===== src/bcc_pkg.sv =====
// bcc_pkg: shared types and constants for the balance cascade controller
// no dependencies

package bcc_pkg;

  localparam int unsigned AccW = 48;

  localparam logic [2:0] CFG_ANGLE_KP = 3'd0;
  localparam logic [2:0] CFG_ANGLE_KD = 3'd1;
  localparam logic [2:0] CFG_SPEED_KP = 3'd2;
  localparam logic [2:0] CFG_SPEED_KI = 3'd3;
  localparam logic [2:0] CFG_POS_LIM  = 3'd4;
  localparam logic [2:0] CFG_DRV_LIM  = 3'd5;
  localparam logic [2:0] CFG_DEAD     = 3'd6;

  // serial multiply request/response
  typedef struct packed {
    logic             start;
    logic signed [AccW-1:0] mcand;
    logic [15:0]      mplier;
  } smul_req_t;

  typedef struct packed {
    logic             done;
    logic signed [AccW-1:0] prod;
  } smul_rsp_t;

endpackage


===== src/bcc_smul.sv =====
// bcc_smul: shift-add multiplier, one multiplier bit per cycle
// depends on bcc_pkg

module bcc_smul (
  input  logic                clk,
  input  logic                rst_n,
  input  bcc_pkg::smul_req_t  req,
  output bcc_pkg::smul_rsp_t  rsp
);

  logic signed [bcc_pkg::AccW-1:0] acc_r, mc_r;
  logic [15:0] mp_r;
  logic [4:0]  cnt_r;
  logic        busy_r, done_r;

  always_ff @(posedge clk) begin
    if (!rst_n) begin
      busy_r <= 1'b0;
      done_r <= 1'b0;
      cnt_r  <= '0;
    end else begin
      done_r <= 1'b0;
      if (req.start) begin
        busy_r <= 1'b1;
        cnt_r  <= '0;
        acc_r  <= '0;
        mc_r   <= req.mcand;
        mp_r   <= req.mplier;
      end else if (busy_r) begin
        if (mp_r[0]) acc_r <= acc_r + mc_r;
        mc_r  <= mc_r <<< 1;
        mp_r  <= mp_r >> 1;
        cnt_r <= cnt_r + 5'd1;
        if (cnt_r == 5'd15) begin
          busy_r <= 1'b0;
          done_r <= 1'b1;
        end
      end
    end
  end

  assign rsp.done = done_r;
  assign rsp.prod = acc_r;

endmodule


===== src/bcc_sdiv.sv =====
// bcc_sdiv: restoring unsigned divider, one quotient bit per cycle
// no package dependencies

module bcc_sdiv (
  input  logic        clk,
  input  logic        rst_n,
  input  logic        start,
  input  logic [47:0] dividend,
  input  logic [5:0]  divisor,
  output logic        done,
  output logic [47:0] quot
);

  logic [47:0] q_r;
  logic [6:0]  rem_r;
  logic [5:0]  dsor_r;
  logic [5:0]  cnt_r;
  logic        busy_r, done_r;
  logic [6:0]  trial;

  assign trial = {rem_r[5:0], q_r[47]};

  always_ff @(posedge clk) begin
    if (!rst_n) begin
      busy_r <= 1'b0;
      done_r <= 1'b0;
      cnt_r  <= '0;
    end else begin
      done_r <= 1'b0;
      if (start) begin
        busy_r <= 1'b1;
        q_r    <= dividend;
        rem_r  <= '0;
        dsor_r <= divisor;
        cnt_r  <= '0;
      end else if (busy_r) begin
        if (trial >= {1'b0, dsor_r}) begin
          rem_r <= trial - {1'b0, dsor_r};
          q_r   <= {q_r[46:0], 1'b1};
        end else begin
          rem_r <= trial;
          q_r   <= {q_r[46:0], 1'b0};
        end
        cnt_r <= cnt_r + 6'd1;
        if (cnt_r == 6'd47) begin
          busy_r <= 1'b0;
          done_r <= 1'b1;
        end
      end
    end
  end

  assign done = done_r;
  assign quot = q_r;

endmodule


===== src/balance_cascade_controller.sv =====
// balance_cascade_controller: top level, sequencer and state
// depends on bcc_pkg, bcc_smul, bcc_sdiv

// A tick is taken on an in_valid/in_ready transfer and its result appears on out_valid,
// later on a tick that runs the speed loop. The arithmetic runs on a shared shift-add
// multiplier and a bit-serial divider, driven by a sequencer: a plain tick runs one ramp
// product, one ramp division and the two angle products and then forms the drives; the
// speed loop first adds the filter step, one filter division, the integral clamp, two PI
// products and the speed output saturation step. A new tick is taken in the idle cycle
// after the previous one finishes; the output register lets the next tick be computed
// while a result waits, and the sequencer holds at the drive step until that result has
// been taken. Configuration writes are taken only while the sequencer is idle.
module balance_cascade_controller #(
  parameter int unsigned SPEED_PERIOD = 25
) (
  input  logic               clk,
  input  logic               rst_n,
  input  logic               in_valid,
  output logic               in_ready,
  input  logic signed [16:0] in_tilt_angle,
  input  logic signed [15:0] in_gyro_rate,
  input  logic signed [15:0] in_left_pulses,
  input  logic signed [15:0] in_right_pulses,
  input  logic signed [11:0] in_speed_target,
  input  logic signed [9:0]  in_steer_offset,
  input  logic               in_halt,
  output logic               out_valid,
  input  logic               out_ready,
  output logic signed [12:0] out_left_drive,
  output logic signed [12:0] out_right_drive,
  output logic               out_speed_updated,
  input  logic               cfg_valid,
  output logic               cfg_ready,
  input  logic [2:0]         cfg_index,
  input  logic [15:0]        cfg_data
);

  localparam int unsigned W = bcc_pkg::AccW;
  localparam logic [4:0] PerLast = 5'(SPEED_PERIOD - 1);
  localparam logic [5:0] PerDiv  = 6'(SPEED_PERIOD);

  typedef enum logic [11:0] {
    S_IDLE  = 12'b000000000001,
    S_FILT  = 12'b000000000010,
    S_FDIV  = 12'b000000000100,
    S_CLAMP = 12'b000000001000,
    S_PI1   = 12'b000000010000,
    S_PI2   = 12'b000000100000,
    S_PI3   = 12'b000001000000,
    S_RAMP  = 12'b000010000000,
    S_RDIV  = 12'b000100000000,
    S_TILT  = 12'b001000000000,
    S_GYRO  = 12'b010000000000,
    S_WHEEL = 12'b100000000000
  } state_t;

  state_t state_r;

  logic [15:0] kp_a_r, kd_a_r, kp_s_r, ki_s_r;
  logic [14:0] pos_lim_r;
  logic [11:0] drv_lim_r;
  logic [9:0]  dead_r;

  logic [4:0]  per_r;
  logic signed [23:0] lsum_r, rsum_r, filt_r;
  logic signed [19:0] pint_r;
  logic signed [31:0] old_r, new_r;

  logic signed [16:0] tilt_r;
  logic signed [15:0] gyro_r;
  logic signed [11:0] tgt_r;
  logic signed [9:0]  steer_r;
  logic               halt_r, upd_r;
  logic signed [W-1:0] acc_r, tmp_r;
  logic               neg_r, go_r;

  logic signed [12:0] ld_r, rd_r;
  logic               ov_r, oupd_r;
  logic               drv_load;

  bcc_pkg::smul_req_t mreq;
  bcc_pkg::smul_rsp_t mrsp;
  logic        dstart, ddone;
  logic [W-1:0] ddiv, dq;
  logic [5:0]  dsor;

  bcc_smul u_mul (.clk, .rst_n, .req(mreq), .rsp(mrsp));
  bcc_sdiv u_div (.clk, .rst_n, .start(dstart), .dividend(ddiv), .divisor(dsor),
                  .done(ddone), .quot(dq));

  assign cfg_ready = (state_r == S_IDLE);
  // a tick and a register write never share an edge
  assign in_ready  = (state_r == S_IDLE) && !cfg_valid;

  // the drives go to the output register once the previous result has left
  assign drv_load = (state_r == S_WHEEL) && (!ov_r || out_ready);

  // sign-magnitude helpers
  logic [W-1:0] absacc;
  assign absacc = acc_r[W-1] ? W'(-acc_r) : W'(acc_r);

  function automatic logic signed [12:0] wheel_f(input logic signed [W-1:0] q16,
      input logic [9:0] dz, input logic [11:0] lim);
    logic [W-1:0] mag;
    logic [W-17:0] t;
    logic [W-16:0] td;
    logic [12:0] r;
    mag = q16[W-1] ? W'(-q16) : W'(q16);
    t   = mag[W-1:16];
    td  = (t == '0) ? '0 : ({1'b0, t} + (W-15)'(dz));
    r   = (td > (W-15)'(lim)) ? {1'b0, lim} : 13'(td);
    return q16[W-1] ? 13'(-r) : 13'(r);
  endfunction

  function automatic logic signed [23:0] fsat_of(input logic signed [W-1:0] v);
    return (v > W'(24'sh7fffff)) ? 24'sh7fffff :
           (v < -W'(25'sh0800000)) ? 24'sh800000 : 24'(v);
  endfunction

  logic signed [W-1:0] base_l, base_r;
  assign base_l = acc_r - (W'(steer_r) <<< 16);
  assign base_r = acc_r + (W'(steer_r) <<< 16);

  logic signed [W-1:0] sum2, half, lim16, pint_sum;
  logic signed [24:0] err;
  assign sum2 = W'(lsum_r) + W'(rsum_r);
  assign half = (sum2 + W'(sum2[W-1])) >>> 1;
  assign lim16 = W'({pos_lim_r, 4'b0});
  assign err = 25'(tgt_r) - 25'(filt_r);
  assign pint_sum = W'(pint_r) + W'(err);

  always_comb begin
    mreq = '0;
    dstart = 1'b0;
    ddiv = '0;
    dsor = PerDiv;
    unique case (state_r)
      S_TILT: if (go_r) begin
        mreq.start = 1'b1; mreq.mcand = W'(tilt_r); mreq.mplier = kp_a_r;
      end
      S_GYRO: if (go_r) begin
        mreq.start = 1'b1; mreq.mcand = W'(gyro_r) <<< 4; mreq.mplier = kd_a_r;
      end
      S_PI1: if (go_r) begin
        mreq.start = 1'b1; mreq.mcand = W'(err) <<< 4; mreq.mplier = kp_s_r;
      end
      S_PI2: if (go_r) begin
        mreq.start = 1'b1; mreq.mcand = W'(pint_r) <<< 4; mreq.mplier = ki_s_r;
      end
      S_FDIV: if (go_r) begin
        dstart = 1'b1; ddiv = absacc + W'(5); dsor = 6'd10;
      end
      S_RDIV: if (go_r) begin
        dstart = 1'b1; ddiv = absacc; dsor = PerDiv;
      end
      S_RAMP: if (go_r) begin
        mreq.start = 1'b1; mreq.mcand = W'(new_r) - W'(old_r);
        mreq.mplier = 16'(per_r) + 16'd1;
      end
      default: ;
    endcase
  end

  always_ff @(posedge clk) begin
    if (!rst_n) begin
      ov_r <= 1'b0;
    end else if (drv_load) begin
      ov_r <= 1'b1;
    end else if (out_ready) begin
      ov_r <= 1'b0;
    end
  end

  always_ff @(posedge clk) begin
    if (!rst_n) begin
      state_r <= S_IDLE;
      kp_a_r <= 16'd16640; kd_a_r <= 16'd589; kp_s_r <= 16'd2624; ki_s_r <= 16'd28;
      pos_lim_r <= 15'd900; drv_lim_r <= 12'd1000; dead_r <= 10'd0;
      per_r <= '0; lsum_r <= '0; rsum_r <= '0; filt_r <= '0; pint_r <= '0;
      old_r <= '0; new_r <= '0; go_r <= 1'b0;
    end else begin
      go_r <= 1'b0;
      unique case (state_r)
        S_IDLE: begin
          if (cfg_valid) begin
            unique case (cfg_index)
              bcc_pkg::CFG_ANGLE_KP: kp_a_r <= cfg_data;
              bcc_pkg::CFG_ANGLE_KD: kd_a_r <= cfg_data;
              bcc_pkg::CFG_SPEED_KP: kp_s_r <= cfg_data;
              bcc_pkg::CFG_SPEED_KI: ki_s_r <= cfg_data;
              bcc_pkg::CFG_POS_LIM:  pos_lim_r <= cfg_data[14:0];
              bcc_pkg::CFG_DRV_LIM:  drv_lim_r <= cfg_data[11:0];
              bcc_pkg::CFG_DEAD:     dead_r <= cfg_data[9:0];
              default: ;
            endcase
          end else if (in_valid) begin
            tilt_r <= in_tilt_angle; gyro_r <= in_gyro_rate;
            tgt_r <= in_speed_target; steer_r <= in_steer_offset; halt_r <= in_halt;
            lsum_r <= lsum_r + 24'(in_left_pulses);
            rsum_r <= rsum_r + 24'(in_right_pulses);
            upd_r  <= (per_r >= PerLast);
            state_r <= (per_r >= PerLast) ? S_FILT : S_RAMP;
            per_r <= (per_r >= PerLast) ? 5'd0 : per_r + 5'd1;
            go_r <= 1'b1;
          end
        end
        S_FILT: begin
          // 7*filt + 48*half by shifts
          acc_r <= (W'(filt_r) <<< 3) - W'(filt_r) + (half <<< 5) + (half <<< 4);
          state_r <= S_FDIV; go_r <= 1'b1;
        end
        S_FDIV: begin
          if (go_r) neg_r <= acc_r[W-1];
          if (ddone) begin
            filt_r <= fsat_of(neg_r ? -$signed(dq) : $signed(dq));
            state_r <= S_CLAMP;
          end
        end
        S_CLAMP: begin
          // integral takes the new error before the PI products start
          pint_r <= (pint_sum > lim16) ? 20'(lim16) :
                    (pint_sum < -lim16) ? 20'(-lim16) : 20'(pint_sum);
          state_r <= S_PI1; go_r <= 1'b1;
        end
        S_PI1: begin
          if (mrsp.done) begin
            tmp_r <= mrsp.prod;
            state_r <= S_PI2; go_r <= 1'b1;
          end
        end
        S_PI2: begin
          if (mrsp.done) begin
            acc_r <= tmp_r + mrsp.prod;
            state_r <= S_PI3;
          end
        end
        S_PI3: begin
          old_r <= new_r;
          new_r <= (acc_r > W'(32'sh7fffffff)) ? 32'sh7fffffff :
                   (acc_r < -W'(33'sh080000000)) ? 32'sh80000000 : 32'(acc_r);
          lsum_r <= '0; rsum_r <= '0;
          state_r <= S_RAMP; go_r <= 1'b1;
        end
        S_RAMP: begin
          if (mrsp.done) begin
            acc_r <= mrsp.prod;
            state_r <= S_RDIV; go_r <= 1'b1;
          end
        end
        S_RDIV: begin
          if (go_r) neg_r <= acc_r[W-1];
          if (ddone) begin
            tmp_r <= (neg_r ? -$signed(dq) : $signed(dq)) + W'(old_r);
            state_r <= S_TILT; go_r <= 1'b1;
          end
        end
        S_TILT: begin
          if (mrsp.done) begin
            acc_r <= -mrsp.prod - tmp_r;
            state_r <= S_GYRO; go_r <= 1'b1;
          end
        end
        S_GYRO: begin
          if (mrsp.done) begin
            acc_r <= acc_r - mrsp.prod;
            state_r <= S_WHEEL;
          end
        end
        S_WHEEL: begin
          if (drv_load) begin
            ld_r <= halt_r ? 13'sd0 : wheel_f(base_l, dead_r, drv_lim_r);
            rd_r <= halt_r ? 13'sd0 : wheel_f(base_r, dead_r, drv_lim_r);
            oupd_r <= upd_r;
            state_r <= S_IDLE;
          end
        end
        default: state_r <= S_IDLE;
      endcase
    end
  end

  assign out_valid = ov_r;
  assign out_left_drive = ld_r;
  assign out_right_drive = rd_r;
  assign out_speed_updated = oupd_r;

endmodule


===== config.mk =====
export PLATFORM = sky130hd
export DESIGN_NAME = balance_cascade_controller
export DESIGN_NICKNAME = d
export VERILOG_FILES = /design/src/bcc_pkg.sv /design/src/bcc_smul.sv /design/src/bcc_sdiv.sv /design/src/balance_cascade_controller.sv
export SDC_FILE = /design/constraint.sdc
export NUM_CORES = 2
export LEC_CHECK = 0
export BUFFER_PORTS_ARGS = -buffer_cell sky130_fd_sc_hd__buf_2
export CORE_MARGIN = 3
export CORE_UTILIZATION = 50
export DETAILED_ROUTE_END_ITERATION = 8
export PLACE_DENSITY = 0.67
export SETUP_SLACK_MARGIN = 0.2
export SLEW_MARGIN = 10
export SYNTH_ARGS = -nofsm -noshare
export SYNTH_HDL_FRONTEND = slang
export SYNTH_HIERARCHICAL = 1
export SYNTH_SLANG_ARGS = --single-unit

===== constraint.sdc =====
create_clock -name clk -period 14.5 [get_ports clk]
set_input_delay 0.725 -clock clk [delete_from_list [all_inputs] [get_ports clk]]
set_output_delay 0.725 -clock clk [all_outputs]
set_load 0.005 [all_outputs]

# Word level (Yosys, flattened, before mapping)
# Index checks and enable logic that the tools add are counted.
[totals] latchBits=0 mem_bits_rw=0 reg_bits=644 mem_count=0 romBits=0 wordCells=240
[classes] n_addsub=33 n_eq_ne=30 n_reduce_logical=42 div_mod_pow=0 n_mux=80 n_lt_le_gt_ge=10 shift=0 multipliers=0 n_bitwise=4
[op_table] cell="48-bit two-way mux" count=17
[op_table] cell="65-bit two-way mux" count=5
[op_table] cell="65-bit one-hot mux with 5 select lines" count=1
[op_table] cell="48-bit negation" count=5
[op_table] cell="48-bit one-hot mux with 5 select lines" count=1
[op_table] cell="48-bit one-hot mux with 2 select lines" count=2
[op_table] cell="24-bit two-way mux" count=6
[op_table] cell="12-bit one-hot mux with 12 select lines" count=1
[op_table] cell="12-bit two-way mux" count=10
[op_table] cell="48-bit adder" count=2
[op_table] cell="24-bit one-hot mux with 2 select lines" count=2
[op_table] cell="48-bit subtractor" count=2
[op_table] cell="32-bit by 10-bit adder with 33-bit output" count=2
[op_table] cell="33-bit by 12-bit > comparator with 1-bit output" count=2
[op_table] cell="33-bit two-way mux" count=2
[op_table] cell="32-bit logical NOT" count=2
[op_table] cell="32-bit two-way mux" count=2
[op_table] cell="13-bit two-way mux" count=4
[op_table] cell="24-bit by 16-bit adder with 24-bit output" count=2
[op_table] cell="48-bit by 26-bit adder with 48-bit output" count=1
[op_table] cell="48-bit by 3-bit adder with 48-bit output, second input constant" count=1
[op_table] cell="48-bit by 32-bit adder with 48-bit output" count=1
[op_table] cell="48-bit by 24-bit > comparator with 1-bit output, second input constant" count=1
[op_table] cell="48-bit by 32-bit > comparator with 1-bit output, second input constant" count=1
[op_table] cell="other kinds (61)" count=124

# Longest topological paths before layout
[logic_depth] depth_word=9 ltp_mapped=53

# By module
# Netlist, hierarchy kept.
[modules_own_cells] mod="balance_cascade_controller" cells_per_inst=6932 seq_area_each_um2=10960.5 area_each_um2=53228.6 n_inst=1
[modules_own_cells] mod="bcc_smul" cells_per_inst=680 seq_area_each_um2=3503.4 area_each_um2=7407.1 n_inst=1
[modules_own_cells] mod="bcc_sdiv" cells_per_inst=199 seq_area_each_um2=1961.9 area_each_um2=3080.5 n_inst=1

# Worst setup path after synthesis
# No wires, ideal clock.
[synth_timing] kind="register -> register" startpoint="register steer_r[9]" endpoint="register rd_r[10] (netlist: out_right_drive[10]), data pin" required_time_ns=14.234 slack_ns=3.114 path_stages_with_launch=53 t_arrival_ns=11.120 setup_time_ns=0.266 path_cell_list="edfxtp_1 > inv_1 > ha_1 > clkbuf_1 > or4_1 > nand2b_1 > a211oi_1 > or4_1 > and3b_1 > o21a_1 > o211a_1 > clkbuf_1 > clkbuf_1 > clkbuf_1 > clkbuf_1 > buf_1 > buf_1 > nor2_1 > (+17 left out) > a21o_1 > a21oi_1 > nor2_1 > or3b_2 > nor4bb_1 > nand4_1 > or4_1 > buf_6 > buf_6 > a21oi_1 > ha_1 > clkbuf_1 > o21ai_0 > or3_1 > mux2i_1 > nor2_1 > xor2_1 > nor2_1"
[synth_via] elab_chain_cells=9
[synth_rtl] item="start: declaration" line_no="balance_cascade_controller.sv:72" rtl="logic signed [9:0] steer_r;"
[synth_rtl] item="start signal: assignment" line_no="balance_cascade_controller.sv:198" rtl="tgt_r <= in_speed_target; steer_r <= in_steer_offset; halt_r <= in_halt;"
[synth_rtl] item="48-bit by 26-bit adder with 48-bit output (*)" line_no="balance_cascade_controller.sv:122" rtl="assign base_r = acc_r + (W'(steer_r) <<< 16);"
[synth_rtl] item="48-bit negation" line_no="balance_cascade_controller.sv:108" rtl="mag = q16[W-1] ? W'(-q16) : W'(q16);"
[synth_rtl] item="48-bit two-way mux" line_no="balance_cascade_controller.sv:108"
[synth_rtl] item="32-bit by 10-bit adder with 33-bit output / 32-bit logical NOT (equally long branches)" line_no="balance_cascade_controller.sv:110" rtl="td = (t == '0) ? '0 : ({1'b0, t} + (W-15)'(dz));"
[synth_rtl] item="33-bit two-way mux" line_no="balance_cascade_controller.sv:110"
[synth_rtl] item="33-bit by 12-bit > comparator with 1-bit output" line_no="balance_cascade_controller.sv:111" rtl="r = (td > (W-15)'(lim)) ? {1'b0, lim} : 13'(td);"
[synth_rtl] item="13-bit two-way mux" line_no="balance_cascade_controller.sv:111"
[synth_rtl] item="13-bit negation" line_no="balance_cascade_controller.sv:112" rtl="return q16[W-1] ? 13'(-r) : 13'(r);"
[synth_rtl] item="13-bit two-way mux (*)" line_no="balance_cascade_controller.sv:112"
[synth_rtl] item="end signal: assignment" line_no="balance_cascade_controller.sv:272" rtl="rd_r <= halt_r ? 13'sd0 : wheel_f(base_r, dead_r, drv_lim_r);"
[synth_rtl] item="end: declaration" line_no="balance_cascade_controller.sv:77" rtl="logic signed [12:0] ld_r, rd_r;"
# Mark *: on every way between the ends. The rest lies on a longest branch, timed or not.
# A chain may end at the register's enable or synchronous reset.

# Worst setup path in the final report
# Same ends and word-level chain as after synthesis.

==> flow_metrics.tcl <==
set metrics [dict create \
    synth_area_um2 63700 \
    comb_power_share_pct 40.4 \
    drt-wirelength-per-cell_um 24.0 \
    io_buffers 141 \
    final_cell_mix "nand2_1, a21oi_1, ha_1" \
    finClkSkew_ns 0.0603 \
    synth_seq_area_share_pct 25.8 \
    ant_nets 0 \
    path_max_fanout 32 \
    power_switching_share_pct 40.0 \
    busiest_layer "met2" \
    outcome "complete, no violations" \
    finalHoldViolCount 0 \
    clock-root-buffer "clkbuf_16" \
    p_leak_nw 27.8 \
    hold_buffers 0 \
    min_period_over_period_pct 87.7 \
    synth_edf_count 353 \
    startpoint_type "register" \
    synth_area_per_cell_um2 8.16 \
    hold_path.class "primary input to register" \
    synth_cell_type_count 110 \
    peakVddDrop_mv 0.0904 \
    dp_hpwl_mm 179 \
    ff2ff_setup_slack_ns 1.78 \
    clkSinkCount 644 \
    vias 61100 \
    ys_warn_count 6 \
    synth_seq_cells 644 \
    grt_overflow_total 0 \
    placed_area_um2 66300 \
    crit_arrival_ns 13.17 \
    core_um2 126000 \
    cts_buffers 78 \
    final_area_um2 68900 \
    htreeDepth 3 \
    drive_gt1_share_pct 7.93 \
    area_growth_pct 8.18 \
    ioPinCount 142 \
    finalWorstPathRequiredPeriod_ns 12.72 \
    grt_util_all_layers_pct 33.6 \
    clk_path_buf_depth 3 \
    grt_max_degree 106 \
    initial_core_util_pct 50.5 \
    row_count 130 \
    rsz0062_at_grt "false" \
    drc 0 \
    fin_setup_tns_ns 0 \
    slew_violations 0 \
    dieArea_um2 132000 \
    layout_commonest_cell "nand2_1" \
    clock_latency_ns 0.72 \
    critPathMaxStageDelay_ns 0.79 \
    grt_pass1_vias 57200 \
    fill_cells 11600 \
    sequentialPowerShare_pct 30.6 \
    die_y_um 363 \
    grt_pass1_wl_mm 344 \
    viasPerCell 6.39 \
    crit_type "register to register" \
    path_clk_slew_ns 0.07 \
    fmaxAchievable_ghz 0.0786 \
    grtUsageMet1_pct 43.4 \
    synth_cells 7811 \
    final-setup-viol-count 0 \
    grtUsageMet2_pct 54.6 \
    slew_headroom_pct 13.8 \
    drtIter0Drc 6309 \
    clockPowerShare_pct 29.0 \
    grt_antenna_before_repair 8 \
    powerDensity_nw_per_um2 100 \
    die_x_um 363 \
    crit_required_ns 14.95 \
    cap_viol_max_count 0 \
    synth-async-reset-ratio_pct 0 \
    finalWeightedCongestion 1.00 \
    intPower_mw 4.16 \
    cts_tree "done" \
    num-nets-final 8665 \
    endpoint_kind "register" \
    switchingPower_mw 2.77 \
    dr.pass1.iters 9 \
    post_cts_resized 0 \
    worstMarginPinSlew_ns 1.26 \
    cts_setup_buffers 0 \
    synthFlopType "edfxtp_1" \
    totalWireLength_mm 230 \
    slowest_stage "or4_1" \
    grt_use_met3_pct 5.51 \
    cpMostUsedCell "nor2_1" \
]
## Yosys cell counts, drive strengths merged, types with 25 or more instances
cell      n  share of area [%]
mux2i    51               0.80
o41ai    27               0.37
nor2    578                3.4
o22ai    51               0.51
and2     81               0.80
buf      45               0.34
mux2    119                2.1
o31ai    60               0.72
xnor2   406                5.6
and3     67               0.66
o21bai   94                1.1
o21a     62               0.73
nor3b    25               0.29
or4      37               0.45
or3      74               0.73
o211ai  117                1.4
dfxtp   291                9.1
fa       62                1.9
nand2b   97               0.95
nand2   828                4.9
edfxtp  353                 17
nor4     83               0.86
nor2b    90               0.88
a221oi   43               0.60
o21ai   420                3.3
inv     479                2.8
a31oi    70               0.69
a211o    25               0.34
a21oi   717                5.6
a21o    169                2.0
a211oi   70               0.85
a22o     33               0.45
xor2    272                3.7
or2      41               0.41
ha      639                 13
clkbuf  243                1.4
nor3    175                1.4
nand3   233                1.8
nand4    84               0.82
## worst paths after layout
kind,start,endpoint,depth (start not counted)
min,in_steer_offset[3],steer_r[3],1
min reg2reg,new_r[21],old_r[21],2
max reg2reg,steer_r[9],out_right_drive[10],40
max,steer_r[9],out_right_drive[10],40
## final cells by class
cell class / count / area, um2 / share of cell area [%]
clock inverter: 42 / 445 / 0.646
timing repair buffer: 248 / 1520 / 2.21
antenna: 3 / 7.51 / 0.0109
inverter: 483 / 1820 / 2.64
multi-input combinational: 6397 / 44500 / 64.6
sequential: 644 / 16400 / 23.8
clock buffer: 102 / 2130 / 3.09
tap: 1650 / 2060 / 3.00
## registers in the layout (all words and copies together), names as in the netlist, 12 cells and up
name             cells
acc_r               48
tmp_r               48
u_div/quot          48
u_mul/acc_r         48
u_mul/mc_r          48
new_r               32
old_r               32
filt_r              24
lsum_r              24
rsum_r              24
pint_r              20
tilt_r              17
gyro_r              16
kd_a_r              16
ki_s_r              16
kp_a_r              16
kp_s_r              16
u_mul/mp_r          16
pos_lim_r           15
out_left_drive      13
out_right_drive     13
drv_lim_r           12
state_r             12
tgt_r               12
## metal layers
metal  share of wire, %  wire length, um  vias up
li1                   -                -    28700
met1                 41            94400    29300
met2                 45           104000     2594
met3                8.3            19100      542
met4                5.5            12600        6
met5              0.018               41        -
## worst max-delay path: cells and delay by family, from the launching register on
kind                     cells  cell delay (ns)
buffers and inverters        3             1.33
flip-flops                   1             0.36
multiplexers                 2             0.53
XOR/XNOR                     2             0.32
AO/OA/AOI/OAI               11             2.60
AND/OR/NAND/NOR             19             5.93
adder cells (fa/ha/maj)      3             1.31
## kinds of logic (layout without fill, tap and decap cells)
group | after synthesis | after routing | synth area share (%)
mux | 170 | 170 | 2.90
compound gates | 2259 | 2259 | 23.2
xor+xnor | 678 | 678 | 9.32
flops | 644 | 644 | 25.8
other cells | 2 | 6 | 0.0118
simple gates | 2586 | 2586 | 19.7
buf+inv | 771 | 875 | 4.62
fa+ha+maj | 701 | 701 | 14.5
## per-stage QoR
step	utilization, %	setup WS (ns)	total power, mW	hold WS, ns	instances
after CTS	54.7	1.94	6.87	0.132	9566
after detailed placement	52.6	1.96	4.85	0.444	9422
after global routing	54.7	0.998	7.24	0.165	9567
after floorplan	-	3.11	3.92	0.400	7812
after global placement	52.6	2.01	4.82	0.438	9422
final	54.7	1.78	6.93	0.186	9569
## power groups by stage
stage	clock network (mW)	registers, mW	logic, mW
floorplan	0	2.13	1.79
global placement	0	2.15	2.66
detailed placement	0	2.15	2.70
CTS	2.04	2.11	2.72
global route	2.11	2.12	3.01
finish	2.01	2.12	2.80
Power figures use the tool's default switching activity.
